File: src/rtl/assert_macros.svh
// Assertion macros for the gap buffer RTL.
// Needs nothing but a clock and an active-low reset at the point of use.
`ifndef ASSERT_MACROS_SVH
`define ASSERT_MACROS_SVH

// Same-cycle implication, disabled while reset is asserted.
`define ASSERT_IMP(label, clk, rst_n, ante, cons, msg) \
  label: assert property (@(posedge clk) disable iff (!(rst_n)) (ante) |-> (cons)) \
    else $error(msg);

// Next-cycle implication, disabled while reset is asserted.
`define ASSERT_NXT(label, clk, rst_n, ante, cons, msg) \
  label: assert property (@(posedge clk) disable iff (!(rst_n)) (ante) |=> (cons)) \
    else $error(msg);

`endif

File: src/rtl/gbuf_pkg.sv
// Shared types and constants for the gap buffer text store.
// No dependencies.
package gbuf_pkg;

  localparam int CAPACITY = 1024;
  localparam int ADDR_W   = $clog2(CAPACITY);
  localparam int PTR_W    = 11;
  localparam int CHAR_W   = 8;
  localparam int FUNC_W   = 3;

  typedef enum logic [FUNC_W-1:0] {
    OP_INSERT    = 3'd0,
    OP_DELETE    = 3'd1,
    OP_BACKSPACE = 3'd2,
    OP_LEFT      = 3'd3,
    OP_RIGHT     = 3'd4
  } op_e;

  typedef struct packed {
    logic [FUNC_W-1:0] func;
    logic [CHAR_W-1:0] ch;
  } in_item_t;

  typedef struct packed {
    logic              ok;
    logic [PTR_W-1:0]  cursor_pos;
    logic [PTR_W-1:0]  char_count;
    logic [CHAR_W-1:0] char_before_cursor;
  } out_item_t;

  // Pointer state kept in flops beside the text RAM.
  typedef struct packed {
    logic [PTR_W-1:0]  cursor;
    logic [PTR_W-1:0]  gap_end;
    logic [PTR_W-1:0]  total;
    logic [CHAR_W-1:0] cb;       // character left of the cursor, 0 at start
  } gbuf_state_t;

  typedef struct packed {
    logic              ok;
    gbuf_state_t       nxt;
    logic              we;
    logic [ADDR_W-1:0] waddr;
    logic [CHAR_W-1:0] wdata;
  } edit_res_t;

endpackage

File: src/rtl/gbuf_edit.sv
// Edit datapath: next pointers, RAM write request and result flag for one edit.
// Depends on gbuf_pkg.
module gbuf_edit (
  input  logic [gbuf_pkg::FUNC_W-1:0] func_i,
  input  logic [gbuf_pkg::CHAR_W-1:0] ch_i,
  input  gbuf_pkg::gbuf_state_t       cur_i,
  input  logic [gbuf_pkg::CHAR_W-1:0] rdata_i,
  output gbuf_pkg::edit_res_t         res_o
);

  localparam logic [gbuf_pkg::PTR_W-1:0] CapPtr = gbuf_pkg::PTR_W'(gbuf_pkg::CAPACITY);
  localparam logic [gbuf_pkg::PTR_W-1:0] One    = gbuf_pkg::PTR_W'(1);

  logic gap_open;
  logic tail_left;
  logic cur_nz;
  logic cur_one;
  logic [gbuf_pkg::CHAR_W-1:0] cb_after_dec;

  assign gap_open  = cur_i.cursor < cur_i.gap_end;
  assign tail_left = cur_i.gap_end < CapPtr;
  assign cur_nz    = cur_i.cursor != '0;
  assign cur_one   = cur_i.cursor == One;
  // Cursor stepping back to zero leaves nothing to its left.
  assign cb_after_dec = cur_one ? '0 : rdata_i;

  always_comb begin
    res_o       = '0;
    res_o.nxt   = cur_i;
    res_o.waddr = cur_i.cursor[gbuf_pkg::ADDR_W-1:0];
    res_o.wdata = ch_i;
    unique case (gbuf_pkg::op_e'(func_i))
      gbuf_pkg::OP_INSERT: begin
        if (gap_open) begin
          res_o.ok         = 1'b1;
          res_o.we         = 1'b1;
          res_o.nxt.cursor = cur_i.cursor + One;
          res_o.nxt.total  = cur_i.total + One;
          res_o.nxt.cb     = ch_i;
        end
      end
      gbuf_pkg::OP_DELETE: begin
        if (tail_left) begin
          res_o.ok          = 1'b1;
          res_o.nxt.gap_end = cur_i.gap_end + One;
          res_o.nxt.total   = cur_i.total - One;
        end
      end
      gbuf_pkg::OP_BACKSPACE: begin
        if (cur_nz) begin
          res_o.ok         = 1'b1;
          res_o.nxt.cursor = cur_i.cursor - One;
          res_o.nxt.total  = cur_i.total - One;
          res_o.nxt.cb     = cb_after_dec;
        end
      end
      gbuf_pkg::OP_LEFT: begin
        // Char left of cursor is already held in cb; copy it to the gap end.
        if (cur_nz) begin
          res_o.ok          = 1'b1;
          res_o.we          = 1'b1;
          res_o.waddr       = gbuf_pkg::ADDR_W'(cur_i.gap_end - One);
          res_o.wdata       = cur_i.cb;
          res_o.nxt.cursor  = cur_i.cursor - One;
          res_o.nxt.gap_end = cur_i.gap_end - One;
          res_o.nxt.cb      = cb_after_dec;
        end
      end
      gbuf_pkg::OP_RIGHT: begin
        if (tail_left) begin
          res_o.ok          = 1'b1;
          res_o.we          = 1'b1;
          res_o.wdata       = rdata_i;
          res_o.nxt.cursor  = cur_i.cursor + One;
          res_o.nxt.gap_end = cur_i.gap_end + One;
          res_o.nxt.cb      = rdata_i;
        end
      end
      default: begin
        res_o.ok = 1'b0;
      end
    endcase
  end

endmodule

File: config.mk
export PLATFORM = sky130hd
export DESIGN_NAME = gbuf_edit
export DESIGN_NICKNAME = d
export VERILOG_FILES = /design/src/rtl/assert_macros.svh /design/src/rtl/gbuf_pkg.sv /design/src/rtl/gbuf_edit.sv
export SDC_FILE = /design/constraint.sdc
export NUM_CORES = 1
export LEC_CHECK = 0
export ABC_AREA = 1
export BUFFER_PORTS_ARGS = -buffer_cell sky130_fd_sc_hd__buf_2
export CAP_MARGIN = 20
export CORE_UTILIZATION = 50
export DETAILED_ROUTE_END_ITERATION = 8
export PLACE_DENSITY = 0.78
export SYNTH_ARGS = -nofsm -noshare
export SYNTH_HDL_FRONTEND = slang
export SYNTH_SLANG_ARGS = --single-unit
File: constraint.sdc
create_clock -name vclk -period 6.3
set_clock_uncertainty 0.05 [all_clocks]
set_input_delay 1.26 -clock vclk [all_inputs]
set_output_delay 1.26 -clock vclk [all_outputs]
set_load 0.05 [all_outputs]
==> flow_summary.json <==
{
  "io-pin-count": 121,
  "ir_worst_vdd_mv": 0.07575,
  "grt_setup_unrepaired": "false",
  "p_seq_frac": 0,
  "fill_cells": 672,
  "yosysMostFrequentCell": "nand2_1",
  "portBuffers": 121,
  "arrival_ns": 3.81,
  "postCtsResizedCells": 0,
  "die_height_microns": 83.56,
  "viasPerCell": 5.967,
  "core_area_sq_um": 6386,
  "clock_buffers": 0,
  "drt_iter0_drc": 508,
  "hold_buffers": 0,
  "dpl.cell_count": 869,
  "dieArea_sq_um": 6981,
  "syn_area_per_cell_sq_um": 4.806,
  "num_antenna_cells": 0,
  "nets": 871,
  "slowest_delay_ns": 0.73,
  "setup_violations": 0,
  "slew_headroom": 0.3559,
  "drive_above_1_share": 0.1932,
  "finalHoldViolCount": 0,
  "gr-total-overflow": 0,
  "syn_nets": 769,
  "synthTopCellsByCount": "nand2_1 (234), nand3_1 (83), inv_1 (75), nor2_1 (75), o21ai_0 (37)",
  "synth_cell_types": 38,
  "post-route-drc-count": 0,
  "regArea_sq_um": 0,
  "die_x_microns": 83.56,
  "p_leak_nw": 2.207,
  "yosysWarningCount": 0,
  "synthTopCellsByArea": "nand2_1 (26%), nand3_1 (12%), inv_1 (8.5%)",
  "initial_utilization": 0.5208,
  "grt_pass1_wl_microns": 21450,
  "dr_total_vias": 5185,
  "max_freq_ghz": 0.1955,
  "grt_pass1_vias": 4593,
  "synth_top_cell_by_area": "nand2_1",
  "grt_max_degree": 41,
  "post-route-min-period_ns": 5.115,
  "period_share": 0.8119,
  "wl_per_cell_microns": 15.04,
  "combPwrFrac": 1.000,
  "p_int_mw": 0.1017,
  "switching_share": 0.7582,
  "wl_microns": 13070,
  "fin_setup_tns_ns": 0,
  "grt_antenna_before_repair": 0,
  "end_kind": "output pin",
  "maxCapViolCount": 0,
  "track_usage": 0.3666,
  "num_rows": 29,
  "critPathBufInv": 3,
  "postCtsSetupBuffers": 0,
  "worstSetupPathType": "in2out",
  "synth.cell_area_sq_um": 3326,
  "layoutNonFillerInstCount": 869,
  "hold_class": "in2out",
  "required_ns": 4.99,
  "n_sequential_cell": 0,
  "p_sw_mw": 0.3190,
  "dpl.hpwl_microns": 10390,
  "clock_power_share": 0,
  "critical_path.cell_chain": "buf_2 > inv_1 > ha_1 > a21o_1 > nor2_1 > nand2_1 > nor2_1 > o21ai_0 > nand3_1 > nand3_1 > buf_2",
  "slowest_stage": "nor2_1",
  "crit_family": "simple AND/OR/NAND/NOR gates",
  "synth_top_area_frac": 0.2641,
  "synthCells": 692,
  "critPathMaxFanout": 16,
  "outcome": "completed",
  "firstDrtPassIters": 6,
  "start_kind": "primary input",
  "area_delta_synth_final_pct": 18.06,
  "ys_seq_area_frac": 0,
  "globalplace.congestion": 1.002,
  "antenna_left": 0,
  "worst_pin_slew_ns": 0.9627,
  "power_density_nw_per_um2": 107.2,
  "slew_violations": 0
}
[final timing paths]
path,startpoint,to,depth (start not counted)
setup / recovery,cur_i[29],res_o[30],11
hold / removal,cur_i[7],res_o[26],4
[area by class of cell]
| type | instances | area [sq um] | area share |
|---|---|---|---|
| multi-input combinational | 579 | 2875 | 0.7323 |
| timing repair buffer | 122 | 613.1 | 0.1562 |
| inverter | 91 | 341.6 | 0.08700 |
| tap | 77 | 96.34 | 0.02454 |
[through the flow]
step                      power (mW)  cell area (sq um)  setup WS (ns)  hold WS (ns)    util
final                         0.4207               3926          1.185         2.881  0.6148
after global routing          0.4510               3926          1.048         2.889  0.6148
after CTS                     0.4151               3926          1.257         2.879  0.6148
after detailed placement      0.4140               3926          1.248         2.875  0.6148
after global placement        0.4110               3926          1.316         2.876  0.6148
after floorplan               0.3040               3326          1.352         2.789       -
[cells by family after synthesis]
logic type / count (synthesis) / synth area share
compound gates: 100 / 0.1761
xor+xnor: 15 / 0.03950
fa+ha+maj: 17 / 0.06396
buf+inv: 113 / 0.1354
simple gates: 447 / 0.5850
[worst min-delay path, cell delays in order]
cell	delay, ns
buf_2	0.11
nand2_1	0.06
nand2_1	0.04
buf_2	0.20
[placed cells by master (no fill, tap or decap), types with 17 or more instances in the layout]
cell	count
a21oi_1	22
buf_2	121
ha_1	17
inv_1	75
nand2_1	234
nand3_1	83
nand4_1	25
nor2_1	75
o211ai_1	19
o21ai_0	37
[layer usage]
metal	up-vias	routed length, microns	global-route usage
met5	-	0	0
met4	0	287	0.08475
met3	34	1479	0.03066
met2	386	5728	0.6066
met1	2276	5571	0.5146
li1	2489	-	-
[power groups by stage]
stage          clock network (mW)  logic, mW  registers (mW)
2_1_floorplan                   0      0.304               0
3_3_place_gp                    0      0.411               0
3_5_place_dp                    0      0.414               0
4_1_cts                         0      0.415               0
5_1_grt                         0      0.451               0
6_report                        0      0.421               0
(Power assumes the default switching activity.)
